### src/rtl/core/ntx_pkg.sv
// shared types, constants and codes of the per-neighbor transmit statistics table
// no dependencies
package ntx_pkg;

  localparam int TABLE_ENTRIES_DEF = 16;
  localparam int COUNTER_BITS_DEF  = 32;
  localparam int QUEUE_DEPTH       = 2;

  localparam int MAC_W    = 48;
  localparam int RETRY_W  = 8;
  localparam int RATE_W   = 8;
  localparam int RSLOT_W  = 4;
  localparam int STATUS_W = 3;
  localparam int OUT_CNT_W = 32;

  localparam logic [MAC_W-1:0] BCAST_MAC = 48'hffff_ffff_ffff;

  localparam logic [STATUS_W-1:0] STATUS_UPDATED = 3'd0;
  localparam logic [STATUS_W-1:0] STATUS_INSERTED = 3'd1;
  localparam logic [STATUS_W-1:0] STATUS_BCAST = 3'd2;
  localparam logic [STATUS_W-1:0] STATUS_FULL = 3'd3;
  localparam logic [STATUS_W-1:0] STATUS_READ = 3'd4;

  typedef enum logic [1:0] {
    KIND_LOOKUP,
    KIND_BCAST,
    KIND_READ
  } kind_e;

  typedef struct packed {
    kind_e                kind;
    logic [MAC_W-1:0]     mac;
    logic                 tx_ok;
    logic [RETRY_W-1:0]   long_retry;
    logic [RETRY_W-1:0]   short_retry;
    logic [RATE_W-1:0]    rate;
    logic [RSLOT_W-1:0]   read_slot;
    logic                 rd_in_range;
  } item_t;

  typedef struct packed {
    logic [STATUS_W-1:0]  status;
    logic                 entry_valid;
    logic [RSLOT_W-1:0]   slot;
    logic [MAC_W-1:0]     mac;
    logic [OUT_CNT_W-1:0] packets;
    logic [OUT_CNT_W-1:0] failures;
    logic [OUT_CNT_W-1:0] lr_total;
    logic [OUT_CNT_W-1:0] sr_total;
    logic [RATE_W-1:0]    rate;
  } result_t;

endpackage

### src/rtl/core/ntx_front.sv
// input side: handshake and classification of incoming transactions
// depends on ntx_pkg
module ntx_front import ntx_pkg::*; #(
  parameter int TABLE_ENTRIES = TABLE_ENTRIES_DEF
) (
  input  logic               in_valid_i,
  output logic               in_stall_o,
  input  logic               mode_i,
  input  logic [MAC_W-1:0]   dest_mac_i,
  input  logic               tx_ok_i,
  input  logic [RETRY_W-1:0] long_retry_count_i,
  input  logic [RETRY_W-1:0] short_retry_count_i,
  input  logic [RATE_W-1:0]  tx_rate_i,
  input  logic [RSLOT_W-1:0] read_slot_i,
  input  logic               q_full_i,
  output logic               q_push_o,
  output item_t              q_item_o
);

  assign in_stall_o = q_full_i;
  assign q_push_o   = in_valid_i && !q_full_i;

  always_comb begin
    q_item_o.mac         = dest_mac_i;
    q_item_o.tx_ok       = tx_ok_i;
    q_item_o.long_retry  = long_retry_count_i;
    q_item_o.short_retry = short_retry_count_i;
    q_item_o.rate        = tx_rate_i;
    q_item_o.read_slot   = read_slot_i;
    q_item_o.rd_in_range = (32'(read_slot_i) < 32'(TABLE_ENTRIES));
    if (mode_i) begin
      q_item_o.kind = KIND_READ;
    end else if (dest_mac_i == BCAST_MAC) begin
      q_item_o.kind = KIND_BCAST;
    end else begin
      q_item_o.kind = KIND_LOOKUP;
    end
  end

endmodule

### config.mk
export PLATFORM = sky130hd
export DESIGN_NAME = ntx_front
export DESIGN_NICKNAME = d
export VERILOG_FILES = /design/src/rtl/core/ntx_pkg.sv /design/src/rtl/core/ntx_front.sv
export SDC_FILE = /design/constraint.sdc
export NUM_CORES = 1
export LEC_CHECK = 0
export BUFFER_PORTS_ARGS = -buffer_cell sky130_fd_sc_hd__buf_4
export CELL_PAD_IN_SITES_DETAIL_PLACEMENT = 1
export CELL_PAD_IN_SITES_GLOBAL_PLACEMENT = 2
export CORE_MARGIN = 2
export CORE_UTILIZATION = 10
export DETAILED_ROUTE_END_ITERATION = 16
export PLACE_DENSITY = 0.95
export SLEW_MARGIN = 20
export SYNTH_ARGS = -nofsm -noshare
export SYNTH_HDL_FRONTEND = slang
export SYNTH_SLANG_ARGS = --single-unit
export TNS_END_PERCENT = 30
### constraint.sdc
create_clock -name vclk -period 0.8
set_input_delay 0.08 -clock vclk [all_inputs]
set_output_delay 0.08 -clock vclk [all_outputs]
set_load 0.01 [all_outputs]
; ---- Word-level counts from Yosys, hierarchy flattened
; Cells that the tools add are included.
[classes]
reduce_logical = 2
muxes = 2
n_eq_ne = 1
[ops]
columns = op, count
row1 = $eq A48 B48 Y1 const B, 1
row2 = $mux W2, 1
row3 = $logic_and A1 B1 Y1, 1
row4 = $logic_not A1 Y1, 1
row5 = $mux W1, 1
[totals]
ff_bits = 0
word_cells = 5
out_inout_bits = 82
inputBits = 80

; ---- Longest topological paths before layout
; Gate-level depths: netlist (run 1).
[logic_depth]
depth_word = 3
ltp_mapped = 3
ltp_nobuf = 3

; ---- Least setup slack after synthesis (run 1)
; Ideal clock, no wire load.
[synth_timing]
kind = input to output
from = input mode_i
to = output q_item_o[78] (netlist name)
arrival_time_ns = 0.692
path_slack_ns = 0.028
n_path_buf = 0
stages = 3
required_time_ns = 0.720
path_cell_list = nand4b_1 nor4_1 and4_1
[synth_lines]
columns = element, line
row1 = start: declaration, ntx_front.sv:8  ; input logic mode_i,
row2 = end: declaration, ntx_front.sv:17  ; output item_t q_item_o

==> impl_metrics.csv, run 1 <==
group,metric,value,unit
power_and_ir_drop,p_seq_share,0,%
synthesis,seq_area_frac_synth,0,%
job,maxCapViolations,0,
worst_setup_path,cp_slowest_stage_delay,0.28,ns
finish,final_common_cell,"buf_4",
synthesis,avgSynthCellArea,7.21,um2
detailed_routing,num_vias,652,
worst_setup_path,path_delay_family,"simple AND/OR/NAND/NOR gates",
die,rows,30,
detailed_routing,drc,0,
worst_setup_path,end_kind,"primary output",
power_and_ir_drop,pwr-share-clk,0,%
detailed_routing,vias_per_cell,2.88,
detailed_routing,antenna_left,0,
timing,fmax,0.956,GHz
die,die-area,0.00790,mm2
global_route,grt_max_degree,3,
outcome,violations,"setup timing",
detailed_routing,wirelength,2450,um
timing,hold_ws,0.160,ns
worst_setup_path,path_class,"in -> out",
global_route,grt_pass1_wl,2880,um
worst_hold_path,hp-class,"in -> out",
detailed_routing,wl_per_cell,10.8,um
finish,synthToLayoutAreaGrowth,51.9,%
power_and_ir_drop,swShare,37.2,%
worst_setup_path,cp.required,0.72,ns
timing,rsz0062_at_grt,"true",
worst_setup_path,cp_slowest_cell,"nor4_2",
die,die_h,88.9,um
synthesis,yosysTopAreaCell,"buf_4",
synthesis,synth_cells,100,
finish,nets,212,
power_and_ir_drop,internal_power,0.000350,W
timing,setup_slack,-0.246,ns
worst_setup_path,cp_max_fo,2,
timing,fin_crit_sh,131,%
synthesis,syn_nets,180,
power_and_ir_drop,ir_drop,0.0680,mV
die,start_util,10.5,%
worst_setup_path,start_kind,"primary input",
detailed_routing,drt_first_iter_violations,5,
synthesis,synth_warnings,0,
die,io_pins,162,
finish,layout_common_cells,"buf_4, nand4_1, buf_6",
worst_setup_path,cp_cell_sequence,"buf_6 -> nand4_1 -> nor4_2 -> buf_4 -> and4_1 -> buf_6",
power_and_ir_drop,power.static_leakage,0.557,nW
timing,hold_violations,0,
placement,numPortBuffers,103,
placement,place_inst,226,
timing,fin_crit,1.05,ns
power_and_ir_drop,power_switching,0.000208,W
power_and_ir_drop,p_per_area,509,mW/mm2
timing,setup_violations,1,
global_route,grt_pass1_vias,593,
worst_setup_path,crit_buf_inv,3,
finish,seq_cell_count,0,
detailed_routing,first_pass_iters,2,
placement,place_congestion,0.603,
global_route,antenna_found_initial,0,
synthesis,syn_area,721,um2
global_route,grt_overflow,0,
placement,hpwl,2310,um
finish,final_cell_area,0.00109,mm2
worst_setup_path,crit_top_cell,"buf_6",
finish,seq_area,0,um2
outcome,status,"finished, violations left",
timing,timing.final.max_slew_violations,0,
finish,instances_no_fill,226,
global_route,track_usage,4.65,%
clocking,postCtsSetupRepairBufs,0,
finish,drive_above_1_share,85.4,%
worst_setup_path,critical_path_arrival,0.97,ns
placement,place_area,0.00107,mm2
synthesis,synth_area_leaders,"buf_4, nand4_1, nor4_1",
finish,clkbuf_count,0,
finish,diodes,0,
synthesis,netlist.area_leader.share,83.3,%
die,core-area,0.00687,mm2
die,fp.dieW,88.9,um
power_and_ir_drop,pwr-share-comb,100.0,%
synthesis,yosysUniqueCellTypes,11,
power_and_ir_drop,total_power,0.000558,W
-- per-layer routing --
metal,GRT usage [%],vias to the layer above,wire length [um],share of wire (%)
met4,0.413,0,0,0
met3,0.831,0,305,12
met5,0,-,0,0
met2,10.4,48,1470,60
met1,4.30,295,679,28
li1,-,309,-,-
-- metrics by stage --
step	setup TNS (ns)	setup slack [ns]	utilization (%)
finish	-0.246	-0.246	15.9
global route	-0.311	-0.311	15.9
CTS	-0.274	-0.274	15.9
detailed placement	-0.400	-0.400	15.5
global placement	-0.354	-0.354	15.5
floorplan	0	0.0284	-
-- final timing paths --
kind,endpoint,depth (start not counted),startpoint,slack [ns]
worst max-delay path,q_item_o[78],6,dest_mac_i[38],-0.25
worst min-delay path,q_item_o[16],0,short_retry_count_i[3],0.16
-- final cells by class --
class	count	area, um2
Fill cell	835	5770
Multi-Input combinational cell	20	126
Tap cell	96	120
Timing Repair Buffer	110	848
-- power groups by stage --
stage	Combinational [W]	Clock (W)	Sequential [W]
finish	0.000558	0	0
global route	0.000599	0	0
CTS	0.000568	0	0
detailed placement	0.000558	0	0
global placement	0.000546	0	0
floorplan	0.000428	0	0
-- logic make-up (layout without fill, tap and decap cells) --
family | after synthesis | count (layout) | synth area share, %
other | 1 | 1 | 0.520
buffers and inverters | 80 | 110 | 83.3
and+or+nand+nor | 19 | 19 | 16.1
-- Yosys cell counts --
cell type,number
buf_4,80
nand4_1,10
nor4_1,2
and4_1,1
conb_1,1
nand2_1,1
nand3_1,1
nand4b_1,1
nor2_1,1
nor2b_1,1
nor3_1,1
-- what timing repair did --
action	4_1_cts	5_1_grt
endpoints found under the setup margin	1	1
gates resized for setup	7	0
hold buffers	0	0
pin swaps	3	0
endpoints found under the hold margin	0	0
No activity file was read; power rests on OpenSTA's default activity.
==> inputs of run 2 (changes only) <==
- PLACE_DENSITY: 0.95 -> 0.92
==> run 2 against run 1 <==
- the run still ends with setup timing left
- via count increased by 2.3%
- fmax grew 3.7%
- wire length is 0.94% higher
==> impl_metrics.csv, run 2 (synthesized netlist as in run 1, its figures left out) <==
group,metric,value,unit
outcome,status,"finished, violations left",
outcome,violations,"setup timing",
global_route,grt_overflow,0,
die,io_pins,162,
timing,timing.final.max_slew_violations,0,
detailed_routing,met2_length,1440,um
placement,numPortBuffers,103,
power_and_ir_drop,p_per_area,504,mW/mm2
detailed_routing,wl_met1,695,um
clocking,hold_buffers,0,
finish,seq_cell_count,0,
worst_hold_path,holdPathEnd,"q_item_o[29]",
finish,nets,216,
finish,layout_common_cells,"buf_4, nand4_1, buf_6, nor4_2",
finish,synthToLayoutAreaGrowth,59.0,%
worst_setup_path,critical_path_arrival,0.93,ns
worst_hold_path,hold_depth,0,
finish,clkbuf_count,0,
global_route,antenna_found_initial,0,
timing,setup_violations,1,
detailed_routing,vias_per_cell,2.90,
detailed_routing,maxUsedRoutingLayer,"met4",
placement,hpwl,2340,um
timing,fin_crit_sh,126,%
detailed_routing,drt_first_iter_violations,3,
placement,place_congestion,0.567,
power_and_ir_drop,power.static_leakage,0.581,nW
worst_setup_path,cp_max_fo,2,
die,die-area,0.00790,mm2
timing,hold_violations,0,
detailed_routing,wl_per_cell,10.8,um
finish,seq_area,0,um2
timing,fin_crit,1.01,ns
detailed_routing,met3_length,333,um
finish,diodes,0,
die,core-area,0.00687,mm2
die,rows,30,
placement,place_area,0.00110,mm2
detailed_routing,first_pass_iters,2,
power_and_ir_drop,ir_drop,0.0682,mV
global_route,grt_pass1_wl,2960,um
die,die_h,88.9,um
worst_hold_path,hp-class,"in -> out",
detailed_routing,antenna_left,0,
finish,num-fill-cells,849,
global_route,track_usage,4.72,%
detailed_routing,drc,0,
timing,hold_ws,0.160,ns
timing,fmax,0.992,GHz
worst_hold_path,min-delay-start,"tx_ok_i",
finish,drive_above_1_share,86.6,%
job,maxCapViolations,0,
worst_setup_path,cp.required,0.72,ns
timing,setup_tns,-0.208,ns
detailed_routing,wirelength,2470,um
die,fp.dieW,88.9,um
detailed_routing,num_vias,667,
global_route,grt_max_degree,3,
finish,final_cell_area,0.00115,mm2
global_route,grt_pass1_vias,642,
timing,setup_slack,-0.208,ns
finish,final_common_cell,"buf_4",
die,start_util,10.5,%
worst_setup_path,start_kind,"primary input",
worst_setup_path,end_kind,"primary output",
timing,rsz0062_at_grt,"true",
worst_setup_path,path_class,"in -> out",
-- run 2: changes by cell type in the layout (fill, tap and decap cells not counted) --
cell | before | now
buf_6 | 6 | 10
nor4_1 | 1 | 0
nor4_2 | 1 | 2
-- run 2: report_power, final --
group / internal [W] / switching (W)
logic: 0.000368 / 0.000209
clock network: 0 / 0
registers: 0 / 0
-- run 2: worst max path at each step --
stage,start,to,slack (ns)
floorplan,mode_i,q_item_o[78],0.03
global placement,mode_i,q_item_o[78],-0.36
detailed placement,mode_i,q_item_o[78],-0.35
CTS,dest_mac_i[38],q_item_o[78],-0.22
global route,dest_mac_i[2],q_item_o[78],-0.28
finish,dest_mac_i[2],q_item_o[78],-0.21
-- run 2: layout make-up --
type | count | area [um2] | share of cell area, %
Multi-Input combinational cell | 20 | 133 | 11.6
Tap cell | 96 | 120 | 10.5
Timing Repair Buffer | 114 | 893 | 77.9
-- run 2: what timing repair did --
action                     in CTS  in global routing
gates resized for setup         9                  3
setup endpoints to repair       1                  1
pin swaps                       6                  3
setup buffers                   0                  0
gates cloned                    0                  0
-- run 2: through the flow --
stage                     std cells  worst slack [ns]  power, W  util (%)
final                           230            -0.208  0.000577      16.7
after global routing            230            -0.284  0.000622      16.7
after CTS                       230            -0.221  0.000583      16.5
after detailed placement        230            -0.354  0.000571      16.0
after global placement          230            -0.360  0.000561      16.0
after floorplan                 100            0.0284  0.000428         -
-- run 2: worst max-delay path, stage by stage --
cell and delay [ns]:
buf_6 0.07, nand4_1 0.12, nor4_2 0.32, and4_1 0.24, buf_6 0.11
-- run 2: per-layer routing --
layer / up-vias / track usage, %
met1: 288 / 4.52
li1: 317 / -
met5: - / 0
met4: 0 / 0.826
met3: 4 / 0.739
met2: 58 / 10.3
==> inputs of run 3 (changes only) <==
- PLACE_DENSITY: 0.92 -> not set
- PLACE_DENSITY_LB_ADDON: not set -> 0.12
==> run 3 against run 2 <==
- wire length decreased by 10%
- die area unchanged
- total power decreased by 6.6%
- fmax decreased by 7.9%
- the run still ends with setup timing left
- sequential share of layout area unchanged
- cell count decreased by 2.6%
- worst hold slack unchanged
- flip-flop and latch count unchanged
- non-clock buffer count decreased by 6
==> impl_metrics.csv, run 3 (synthesized netlist as in run 1, its figures left out) <==
group,metric,value,unit
outcome,status,"finished, violations left",
outcome,violations,"setup timing",
detailed_routing,antenna_left,0,
die,core-area,0.00687,mm2
timing,fin_crit_sh,137,%
timing,setup_violations,1,
timing,setup_tns,-0.295,ns
placement,numPortBuffers,103,
timing,timing.final.max_slew_violations,0,
detailed_routing,wirelength,2220,um
global_route,grt_pass1_vias,646,
global_route,track_usage,4.27,%
worst_setup_path,cp_max_fo,2,
clocking,postCtsSetupRepairBufs,0,
finish,num-fill-cells,844,
die,start_util,10.5,%
global_route,grt_overflow,0,
die,rows,30,
finish,layout_common_cells,"buf_4, nand4_1, buf_6",
die,die_h,88.9,um
timing,fin_crit,1.10,ns
power_and_ir_drop,p_per_area,507,mW/mm2
timing,fmax,0.913,GHz
clocking,hold_buffers,0,
finish,seq_area,0,um2
worst_setup_path,cp_cell_sequence,"buf_6 -> nand4b_1 -> nor4_2 -> and4_1 -> buf_6",
finish,diodes,0,
detailed_routing,vias_per_cell,2.99,
timing,rsz0062_at_grt,"true",
die,die-area,0.00790,mm2
placement,place_congestion,0.589,
die,fp.dieW,88.9,um
worst_setup_path,cp.required,0.72,ns
finish,seq_cell_count,0,
finish,drive_above_1_share,85.2,%
worst_hold_path,hold_depth,0,
power_and_ir_drop,total_power,0.000539,W
power_and_ir_drop,ir_drop,0.113,mV
global_route,grt_max_degree,3,
finish,instances_no_fill,224,
detailed_routing,drt_first_iter_violations,6,
global_route,antenna_found_initial,0,
worst_setup_path,crit_top_cell,"buf_6",
global_route,grt_pass1_wl,2790,um
finish,clkbuf_count,0,
die,io_pins,162,
worst_hold_path,hp-class,"in -> out",
timing,setup_slack,-0.295,ns
power_and_ir_drop,power.static_leakage,0.542,nW
worst_setup_path,end_kind,"primary output",
detailed_routing,wl_per_cell,9.89,um
timing,hold_violations,0,
finish,synthToLayoutAreaGrowth,47.7,%
finish,final_common_cell,"buf_4",
worst_setup_path,path_depth,5,
detailed_routing,first_pass_iters,2,
finish,nets,210,
worst_setup_path,crit_buf_inv,2,
worst_setup_path,cp_slowest_stage_delay,0.32,ns
timing,hold_ws,0.160,ns
worst_setup_path,cp_slowest_cell,"nor4_2",
worst_setup_path,path_class,"in -> out",
detailed_routing,num_vias,670,
worst_setup_path,start_kind,"primary input",
job,maxCapViolations,0,
worst_setup_path,critPathCapture,"q_item_o[78]",
finish,fin_util,15.5,%
worst_setup_path,critical_path_arrival,1.02,ns
worst_setup_path,path_delay_family,"simple AND/OR/NAND/NOR gates",
detailed_routing,drc,0,
worst_setup_path,setup.worst_path.start,"mode_i",
placement,place_inst,224,
-- run 3: cell types whose count changed in the layout (fill, tap and decap cells not counted), sizes merged --
| cell | before | now |
|---|---|---|
| buf | 114 | 108 |
-- run 3: layer usage --
layer	vias to the layer above	GRT usage (%)	part of all wire, %
met4	0	0.413	0.36
met1	295	4.08	29
met2	64	9.23	54
met3	2	1.02	17
met5	-	0	0
li1	309	-	-
-- run 3: what timing repair did --
item,in CTS,in global routing
setup endpoints to repair,1,1
pin swaps,1,2
gates resized for setup,1,2
-- run 3: where the power goes --
group	leakage [nW]	internal (W)	switching (W)
Clock	0	0	0
Sequential	0	0	0
Combinational	0.542	0.000340	0.000199
-- run 3: how the worst min path moves through the flow --
stage / startpoint / to / slack [ns]
CTS: tx_rate_i[6] / q_item_o[11] / 0.16
global placement: tx_rate_i[6] / q_item_o[11] / 0.16
detailed placement: tx_rate_i[6] / q_item_o[11] / 0.16
floorplan: q_full_i / q_push_o / 0.21
global route: read_slot_i[2] / q_item_o[3] / 0.16
finish: short_retry_count_i[3] / q_item_o[16] / 0.16
-- run 3: area by class of cell --
type / count / area [um2] / area share [%]
multi-input combinational: 20 / 126 / 11.9
tap: 96 / 120 / 11.3
timing repair buffer: 108 / 818 / 76.9
-- run 3: through the flow --
step	instance area (um2)	setup slack, ns
after global placement	1050	-0.376
after floorplan	721	0.0284
after detailed placement	1050	-0.428
final	1060	-0.295
after global routing	1060	-0.389
after CTS	1060	-0.327
