`config.mk`:
```
export PLATFORM = sky130hd
export DESIGN_NAME = ntx_fifo
export DESIGN_NICKNAME = d
export VERILOG_FILES = /design/src/rtl/core/ntx_pkg.sv /design/src/rtl/core/ntx_fifo.sv
export SDC_FILE = /design/constraint.sdc
export NUM_CORES = 1
export LEC_CHECK = 0
export ABC_AREA = 1
export BUFFER_PORTS_ARGS = -buffer_cell sky130_fd_sc_hd__buf_4
export CORE_UTILIZATION = 45
export DETAILED_ROUTE_END_ITERATION = 10
export PLACE_DENSITY = 0.7
export SLEW_MARGIN = 20
export SYNTH_ARGS = -nofsm -noshare
export SYNTH_HDL_FRONTEND = slang
export SYNTH_SLANG_ARGS = --single-unit
```
`constraint.sdc`:
```
create_clock -name clk_i -period 13.4 [get_ports clk_i]
set_clock_uncertainty 0.2 [all_clocks]
set_input_delay 2.01 -clock clk_i [delete_from_list [all_inputs] [get_ports clk_i]]
set_output_delay 2.01 -clock clk_i [all_outputs]
set_load 0.05 [all_outputs]
```
`src/rtl/core/ntx_pkg.sv`:
```
// shared types, constants and codes of the per-neighbor transmit statistics table
// no dependencies
package ntx_pkg;

  localparam int TABLE_ENTRIES_DEF = 16;
  localparam int COUNTER_BITS_DEF  = 32;
  localparam int QUEUE_DEPTH       = 2;

  localparam int MAC_W    = 48;
  localparam int RETRY_W  = 8;
  localparam int RATE_W   = 8;
  localparam int RSLOT_W  = 4;
  localparam int STATUS_W = 3;
  localparam int OUT_CNT_W = 32;

  localparam logic [MAC_W-1:0] BCAST_MAC = 48'hffff_ffff_ffff;

  localparam logic [STATUS_W-1:0] STATUS_UPDATED = 3'd0;
  localparam logic [STATUS_W-1:0] STATUS_INSERTED = 3'd1;
  localparam logic [STATUS_W-1:0] STATUS_BCAST = 3'd2;
  localparam logic [STATUS_W-1:0] STATUS_FULL = 3'd3;
  localparam logic [STATUS_W-1:0] STATUS_READ = 3'd4;

  typedef enum logic [1:0] {
    KIND_LOOKUP,
    KIND_BCAST,
    KIND_READ
  } kind_e;

  typedef struct packed {
    kind_e                kind;
    logic [MAC_W-1:0]     mac;
    logic                 tx_ok;
    logic [RETRY_W-1:0]   long_retry;
    logic [RETRY_W-1:0]   short_retry;
    logic [RATE_W-1:0]    rate;
    logic [RSLOT_W-1:0]   read_slot;
    logic                 rd_in_range;
  } item_t;

  typedef struct packed {
    logic [STATUS_W-1:0]  status;
    logic                 entry_valid;
    logic [RSLOT_W-1:0]   slot;
    logic [MAC_W-1:0]     mac;
    logic [OUT_CNT_W-1:0] packets;
    logic [OUT_CNT_W-1:0] failures;
    logic [OUT_CNT_W-1:0] lr_total;
    logic [OUT_CNT_W-1:0] sr_total;
    logic [RATE_W-1:0]    rate;
  } result_t;

endpackage

```
`src/rtl/core/ntx_fifo.sv`:
```
// short queue of classified transactions between front and back
// depends on ntx_pkg
module ntx_fifo import ntx_pkg::*; (
  input  logic  clk_i,
  input  logic  rst_ni,
  input  logic  push_i,
  input  item_t item_i,
  output logic  full_o,
  input  logic  pop_i,
  output logic  valid_o,
  output item_t item_o
);

  localparam int PTR_W = (QUEUE_DEPTH > 1) ? $clog2(QUEUE_DEPTH) : 1;
  localparam int CNT_W = $clog2(QUEUE_DEPTH + 1);
  localparam logic [PTR_W-1:0] LAST_PTR = PTR_W'(QUEUE_DEPTH - 1);

  item_t            buf_q [QUEUE_DEPTH];
  logic [PTR_W-1:0] wr_ptr_q, wr_ptr_d;
  logic [PTR_W-1:0] rd_ptr_q, rd_ptr_d;
  logic [CNT_W-1:0] count_q, count_d;
  logic             do_push, do_pop;

  assign full_o  = (count_q == CNT_W'(QUEUE_DEPTH));
  assign valid_o = (count_q != '0);
  assign item_o  = buf_q[rd_ptr_q];
  assign do_push = push_i && !full_o;
  assign do_pop  = pop_i && valid_o;

  always_comb begin
    wr_ptr_d = wr_ptr_q;
    rd_ptr_d = rd_ptr_q;
    count_d  = count_q;
    if (do_push) begin
      wr_ptr_d = (wr_ptr_q == LAST_PTR) ? '0 : wr_ptr_q + 1'b1;
    end
    if (do_pop) begin
      rd_ptr_d = (rd_ptr_q == LAST_PTR) ? '0 : rd_ptr_q + 1'b1;
    end
    if (do_push && !do_pop) begin
      count_d = count_q + 1'b1;
    end else if (do_pop && !do_push) begin
      count_d = count_q - 1'b1;
    end
  end

  always_ff @(posedge clk_i or negedge rst_ni) begin
    if (!rst_ni) begin
      wr_ptr_q <= '0;
      rd_ptr_q <= '0;
      count_q  <= '0;
    end else begin
      wr_ptr_q <= wr_ptr_d;
      rd_ptr_q <= rd_ptr_d;
      count_q  <= count_d;
    end
  end

  always_ff @(posedge clk_i) begin
    if (do_push) begin
      buf_q[wr_ptr_q] <= item_i;
    end
  end

endmodule

```
=== Yosys cells after proc, flatten, opt, wreduce, memory -nomap -nowiden ===
Memories as Yosys holds them, arrays and structs flattened.
Cells that the tools add are included.

* Memories: 1
* Input bits: 84
* Flip-flop bits (word level): 4
* Logic and storage cells: 24
* Output and inout bits: 82
* Bits in writable memories: 160

* Reduce and logical (&&, ||, !) cells: 9
* Multiplexer cells: 6
* Equal/unequal tests: 1
* Add/sub/neg operators: 4

{| class="wikitable"
|+ Memories
! memory !! depth !! width !! rd ports !! clocked after Yosys merged registers in !! write ports !! line !! source
|-
| buf_q || 2 || 80 || 1 || 0 || 1 || ntx_fifo.sv:18 || <nowiki>item_t buf_q [QUEUE_DEPTH];</nowiki>
|}

{| class="wikitable"
|+ Operators by type and width
! operator !! number
|-
| $logic_and 1x1->1 || 4
|-
| $mux 1 || 4
|-
| $mux 2 || 2
|-
| $reduce_bool 2->1 || 2
|-
| $logic_not 1->1 || 3
|-
| $add 1x1->1 const B || 2
|-
| $add 2x1->2 const B || 1
|-
| $eq 2x2->1 const B || 1
|-
| $sub 2x1->2 const B || 1
|}

=== Logic depth before layout (Yosys ltp) ===
Gate-level depths: netlist of run 1.

* Depth after elaboration: 7
* Gate-level depth with buffers: 9
* Mapped depth without buffers: 9

=== Worst setup path after synthesis of run 1 ===
OpenSTA, ideal clock, no wires.

* Path kind: input to register
* Start point: input port push_i
* End point: memory buf_q[1][0] (netlist name), enable pin
* Slack: 7.230 ns
* Stages on the path: 2
* Buffers on the path: 0
* Library setup time: 0.519 ns
* Data required time: 12.681 ns
* Data arrival time: 5.451 ns
* Path through: o21ai_0 -> nor2_1

* Word-level cells in the longest chain between the ends: 3

{| class="wikitable"
|+ RTL lines
! what !! line !! source
|-
| from (decl) || ntx_fifo.sv:6 || <nowiki>input logic push_i,</nowiki>
|-
| $logic_and 1x1->1 || ntx_fifo.sv:27 || <nowiki>assign do_push = push_i && !full_o;</nowiki>
|-
| $mux 1 || ntx_fifo.sv:60 || <nowiki>if (do_push) begin</nowiki>
|-
| $mux 1 (implied by the code) || ntx_fifo.sv:61 || <nowiki>buf_q[wr_ptr_q] <= item_i;</nowiki>
|-
| to (decl) || ntx_fifo.sv:18 ||
|}

No other way between the ends.

==> results.toml, run 1 <==
[final_layout]
finalNonFillerCells = 808
design.final.nets = 704
final_layout_size_suffix_gt1_share_pct = 32.0
fillCellCount = 1025
final_std_cell_area_no_fill_um2 = 8050
antenna_cells = 0
area_growth_pct = 32.3

[cts]
cts_inserted_buffers = 17
worst_skew_pair.late_latency_ns = 0.41
cts-root-buf = "sky130_fd_sc_hd__clkbuf_16"
post_cts_buffers = 0
h-tree-depth = 4
holdBufCountCts = 0
cts-resized-gates = 0
numClockSinks = 164
clk_pin_slew_worst_paths_ns = 0.06
clock_tree.buffer_depth = 2
cts_tree = "yes"

[power_and_ir_drop]
switching_share_pct = 43.3
p_per_area_nw_per_um2 = 276
p_int_mw = 1.26
combinationalPowerShare_pct = 44.9
share_seq_of_total_power_pct = 32.8
power_share_of_the_clock_group_pct = 22.3
p_sw_uw = 961
ir_worst_vdd_mv = 0.148
p_leak_nw = 3.44

[synthesis]
post_synth_main_area_contributors = "sky130_fd_sc_hd__edfxtp_1, sky130_fd_sc_hd__nand2_1, sky130_fd_sc_hd__dfrtp_1"
synth_area_leader_cell = "sky130_fd_sc_hd__edfxtp_1"
register_area_share_after_synthesis_pct = 80.7
ys_ff_latch = 164
yosys.area.top_type_share_pct = 79.0
syn-mean-instance-area_um2 = 13.5
synthDistinctLibCells = 16
syn-instance-count = 449
yosys_warnings = 0
synth.net_count = 534
post_synth_instance_area_um2 = 6080

[floorplanning]
dieHeight_um = 118
design.die.area_um2 = 14000
initial_utilization_pct = 46.1
rows = 42
die_width_um = 118
coreArea_um2 = 13200
num_io_pins = 166

[route]
detail_route.drc_violations = 0
route.detailed.wl_per_inst_um = 14.3
via_total_after_detailed_routing = 3763
dr.first_iter.drc_count = 269
route.detailed.vias_per_inst = 4.66
drtAntennaViolNets = 0
drt_pass1_iterations = 7
drt-total-wl_mm = 11.5

[global_routing]
number_of_antenna_violations_at_the_first_check_in_global_routing = 0
grt_use_total_pct = 17.2
grt_max_degree = 82
grt-ovfl-total = 0
grt_first_pass_wirelength_mm = 18.1
grt_pass1_vias = 3695

[timing]
tightest_slew_ns = 0.914
setup_repair_after_global_routing_missed_its_margin = "no"
drv_slew = 0
max_freq_ghz = 0.235
slew_headroom_pct = 39.0
final.period_utilization_pct = 31.8
finalHoldViolations = 0
post-route-min-period_ns = 4.26
fin_setup_tns_ns = 0
report.final.setup_viol = 0

[place]
placedCellCount = 776
gp_routability_congestion = 0.734
dpl-instance-area_um2 = 7430
post_detail_place_hpwl_mm = 6.93
port-buffer-count = 165

[hold_path]
hp-class = "flip-flop to flip-flop"

[critical_path]
cp_data_arrival_time_ns = 2.05
setup.worst_path.end_class = "primary output"
required_ns = 11.19
worst_setup_path_start_kind = "flip-flop"
criticalPathCategory = "flip-flop to primary output"
largest_fanout_of_any_net_on_the_critical_path = 81

[job]
timing.max_cap.violations = 0

[status]
outcome = "finished, final reports clean"
## area by class of cell
class                      count  area, µm²  area share, %
clock buffer                  18        429           5.33
clock inverter                14        184           2.29
inverter                       8       36.3          0.451
multi-input combinational    260       1010           12.5
sequential                   164       4910           61.0
tap                          176        220           2.74
timing repair buffer         168       1260           15.7
## cells by family after synthesis
family / synth area share [%]
flops: 80.7
simple gates: 16.0
xor+xnor: 0.144
compound gates: 0.0822
fa+ha+maj: 0.206
buf+inv: 2.88
## cells in the mapped netlist
cell type	instances
sky130_fd_sc_hd__nand2_2	1
sky130_fd_sc_hd__nor2_1	2
sky130_fd_sc_hd__nor2_2	1
sky130_fd_sc_hd__buf_4	2
sky130_fd_sc_hd__inv_1	7
sky130_fd_sc_hd__buf_6	8
sky130_fd_sc_hd__xnor2_1	1
sky130_fd_sc_hd__ha_1	1
sky130_fd_sc_hd__nand2_1	250
sky130_fd_sc_hd__nand3_1	2
sky130_fd_sc_hd__o21ai_0	1
sky130_fd_sc_hd__edfxtp_1	160
sky130_fd_sc_hd__dfrtp_1	4
sky130_fd_sc_hd__buf_2	7
sky130_fd_sc_hd__nand4_1	1
sky130_fd_sc_hd__inv_6	1
## worst paths after layout
path                            startpoint           end  slack (ns)  cells past startpoint
worst min register to register    wr_ptr_q      wr_ptr_q        0.29                      2
worst max-delay path              rd_ptr_q    item_o[20]        9.14                      4
worst min-delay path              wr_ptr_q      wr_ptr_q        0.29                      2
max in group asynchronous           rst_ni      rd_ptr_q       11.69                      1
min in group asynchronous           rst_ni      wr_ptr_q        1.19                      1
worst max register to register  count_q[1]  buf_q[1][32]       10.69                      4
## layer usage
layer	track usage (%)	vias up	wire length, µm
met5	0	-	0
met4	5.77	0	113
met3	6.71	9	855
met2	29.1	139	5960
met1	20.0	1763	4620
li1	-	1852	-
## cell usage in the layout (no fill, tap or decap)
| cell | instances |
|---|---|
| sky130_fd_sc_hd__bufinv_16 | 4 |
| sky130_fd_sc_hd__clkinv_2 | 3 |
| sky130_fd_sc_hd__xnor2_1 | 1 |
| sky130_fd_sc_hd__inv_6 | 3 |
| sky130_fd_sc_hd__clkinvlp_4 | 1 |
| sky130_fd_sc_hd__dfrtp_2 | 1 |
| sky130_fd_sc_hd__o21ai_0 | 1 |
| sky130_fd_sc_hd__nor2_4 | 1 |
| sky130_fd_sc_hd__nor2_1 | 1 |
| sky130_fd_sc_hd__nand4_1 | 1 |
| sky130_fd_sc_hd__clkbuf_1 | 1 |
| sky130_fd_sc_hd__edfxtp_1 | 160 |
| sky130_fd_sc_hd__dfrtp_1 | 3 |
| sky130_fd_sc_hd__inv_1 | 6 |
| sky130_fd_sc_hd__clkbuf_16 | 17 |
| sky130_fd_sc_hd__nand2_2 | 1 |
| sky130_fd_sc_hd__nand3_1 | 2 |
| sky130_fd_sc_hd__nand2_1 | 250 |
| sky130_fd_sc_hd__nor2_2 | 1 |
| sky130_fd_sc_hd__clkinv_1 | 3 |
| sky130_fd_sc_hd__clkinv_4 | 2 |
| sky130_fd_sc_hd__ha_1 | 1 |
| sky130_fd_sc_hd__buf_4 | 168 |
## flip-flops by register name (all words and copies together) (netlist names)
| register | cells |
|---|---|
| buf_q | 160 |
| count_q | 2 |
| rd_ptr_q | 1 |
| wr_ptr_q | 1 |
## power groups by stage
stage	clock network (mW)	logic, mW	registers, mW
after detailed placement	0	1.01	0.739
final	0.495	0.995	0.728
after CTS	0.505	1.01	0.729
after global placement	0	0.994	0.735
after global routing	0.527	1.05	0.738
after floorplan	0	0.725	0.741
## critical path, cell delays in order, from the launching register on
cell	delay (ns)
sky130_fd_sc_hd__dfrtp_2	0.40
sky130_fd_sc_hd__buf_4	0.66
sky130_fd_sc_hd__nand2_1	0.14
sky130_fd_sc_hd__nand2_1	0.14
sky130_fd_sc_hd__buf_4	0.20
## through the flow
step                hold slack, ns  setup WS, ns  util (%)  power [mW]
finish                       0.285          9.14      61.0        2.22
detailed placement           0.266          9.07      56.3        1.75
CTS                          0.283          9.15      61.0        2.24
global route                 0.339          9.03      61.0        2.32
global placement             0.260          9.12      56.3        1.73
floorplan                    0.242          7.23         -        1.47
(Power assumes the default switching activity.)
==> run 2, diff against run 1 <==
PLACE_DENSITY = 0.73   (was 0.7)
clock period = 3.7 ns   (was 13.4 ns; I/O delays follow)
==> results.toml, run 2 (synthesis gave the netlist of run 1 again) <==
[hold_path]
hp-class = "primary input to flip-flop"

[global_routing]
number_of_antenna_violations_at_the_first_check_in_global_routing = 0
grt_first_pass_wirelength_mm = 18.4
grt_use_total_pct = 17.8
grt-ovfl-total = 0
grt_max_degree = 82
grt_pass1_vias = 3724

[final_layout]
fillCellCount = 999
area_growth_pct = 34.8
final_layout_size_suffix_gt1_share_pct = 32.7
largest_register_ffs = 160
design.final.nets = 709
largestRegisters = "buf_q (160), count_q (2)"
layout_commonest_cell = "sky130_fd_sc_hd__nand2_1"
most-common-layout-cells = "sky130_fd_sc_hd__nand2_1, sky130_fd_sc_hd__buf_4, sky130_fd_sc_hd__edfxtp_1"
antenna_cells = 0
largest-register = "buf_q"
final_std_cell_area_no_fill_um2 = 8200

[cts]
clk_pin_slew_worst_paths_ns = 0.06
cts-root-buf = "sky130_fd_sc_hd__clkbuf_16"
cts_tree = "yes"
cts_inserted_buffers = 17
h-tree-depth = 4
worst_skew_pair.late_latency_ns = 0.41
clock_tree.buffer_depth = 2
post_cts_buffers = 0
numClockSinks = 164

[floorplanning]
design.die.area_um2 = 14000
rows = 42
dieHeight_um = 118
die_width_um = 118
num_io_pins = 166
coreArea_um2 = 13200
initial_utilization_pct = 46.1

[critical_path]
largest_fanout_of_any_net_on_the_critical_path = 81
worst_setup_path_start_kind = "flip-flop"
criticalPathCategory = "flip-flop to primary output"
timing.reg2reg.setup_slack_ns = 1.43
cp_data_arrival_time_ns = 1.94
setup.worst_path.end_class = "primary output"
required_ns = 2.94

[power_and_ir_drop]
ir_worst_vdd_mv = 0.658
p_per_area_nw_per_um2 = 1020
p_leak_nw = 3.51

[timing]
post-route-min-period_ns = 2.69
max_freq_ghz = 0.372
drv_slew = 0
slew_headroom_pct = 48.0
tightest_slew_ns = 0.779
final.period_utilization_pct = 72.7
report.final.setup_viol = 0
setup_repair_after_global_routing_missed_its_margin = "no"
fin_setup_tns_ns = 0
finalHoldViolations = 0

[job]
timing.max_cap.violations = 0

[route]
m1WireLength_mm = 4.84
route.detailed.vias_per_inst = 4.71
detailroute.wirelength.met2_mm = 5.96
via_total_after_detailed_routing = 3828
met3RoutedLength_um = 751
drt_pass1_iterations = 4
drt-total-wl_mm = 11.8
route.detailed.wl_per_inst_um = 14.5
drtAntennaViolNets = 0
maxUsedRoutingLayer = "met4"
detail_route.drc_violations = 0
dr.first_iter.drc_count = 182

[place]
gp_routability_congestion = 0.754
port-buffer-count = 165
dpl-instance-area_um2 = 7470
post_detail_place_hpwl_mm = 7.59

[status]
outcome = "finished, final reports clean"
[run 2: timing repair]
action                    in CTS  in global routing
hold endpoints to repair       4                  0
hold buffers                   1                  0
resized for setup              0                  0
[run 2: metrics by stage]
| step | total power [mW] | utilization, % | hold slack (ns) | std cells | setup slack (ns) |
|---|---|---|---|---|---|
| final | 8.34 | 62.1 | 0.120 | 813 | 1.01 |
| after global routing | 8.69 | 62.1 | 0.104 | 813 | 0.861 |
| after CTS | 8.42 | 62.1 | 0.101 | 813 | 0.959 |
| after detailed placement | 6.34 | 56.7 | 0.156 | 780 | 1.28 |
| after global placement | 6.29 | 56.7 | 0.154 | 780 | 1.29 |
| after floorplan | 5.30 | - | 0.0594 | 449 | 0.315 |
[run 2: layout make-up]
cell class	count	area (µm²)	share of cell area, %
tap	176	220	2.69
multi-input combinational	260	1010	12.3
clock buffer	18	429	5.24
clock inverter	14	282	3.44
timing repair buffer	173	1310	16.0
inverter	8	36.3	0.443
sequential	164	4910	59.9
[run 2: per-layer routing]
metal | GRT usage (%) | vias to the layer above
met1 | 20.8 | 1818
met4 | 10.7 | 0
met5 | 0 | -
met2 | 29.6 | 131
li1 | - | 1859
met3 | 4.73 | 20
[run 2: worst paths after layout]
kind | from | end | depth (start not counted)
worst max-delay path | rd_ptr_q | item_o[59] | 4
worst min-delay path | item_i[6] | buf_q[1][6] | 1
worst max register to register | count_q[1] | buf_q[1][10] | 4
worst min register to register | count_q[1] | count_q[1] | 2
max in group asynchronous | rst_ni | rd_ptr_q | 2
min in group asynchronous | rst_ni | wr_ptr_q | 2
[run 2: report_power, final]
group / switching, mW / total (mW) / internal, mW
combinational: 2.69 / 3.60 / 0.914
sequential: 0.127 / 2.66 / 2.53
clock: 0.679 / 2.08 / 1.40
total: 3.50 / 8.34 / 4.85
[run 2: worst max-delay path, cell delays in order (launching register included)]
cell,delay [ns]
sky130_fd_sc_hd__dfrtp_2,0.54
sky130_fd_sc_hd__inv_6,0.49
sky130_fd_sc_hd__nand2_1,0.12
sky130_fd_sc_hd__nand2_1,0.11
sky130_fd_sc_hd__buf_4,0.20
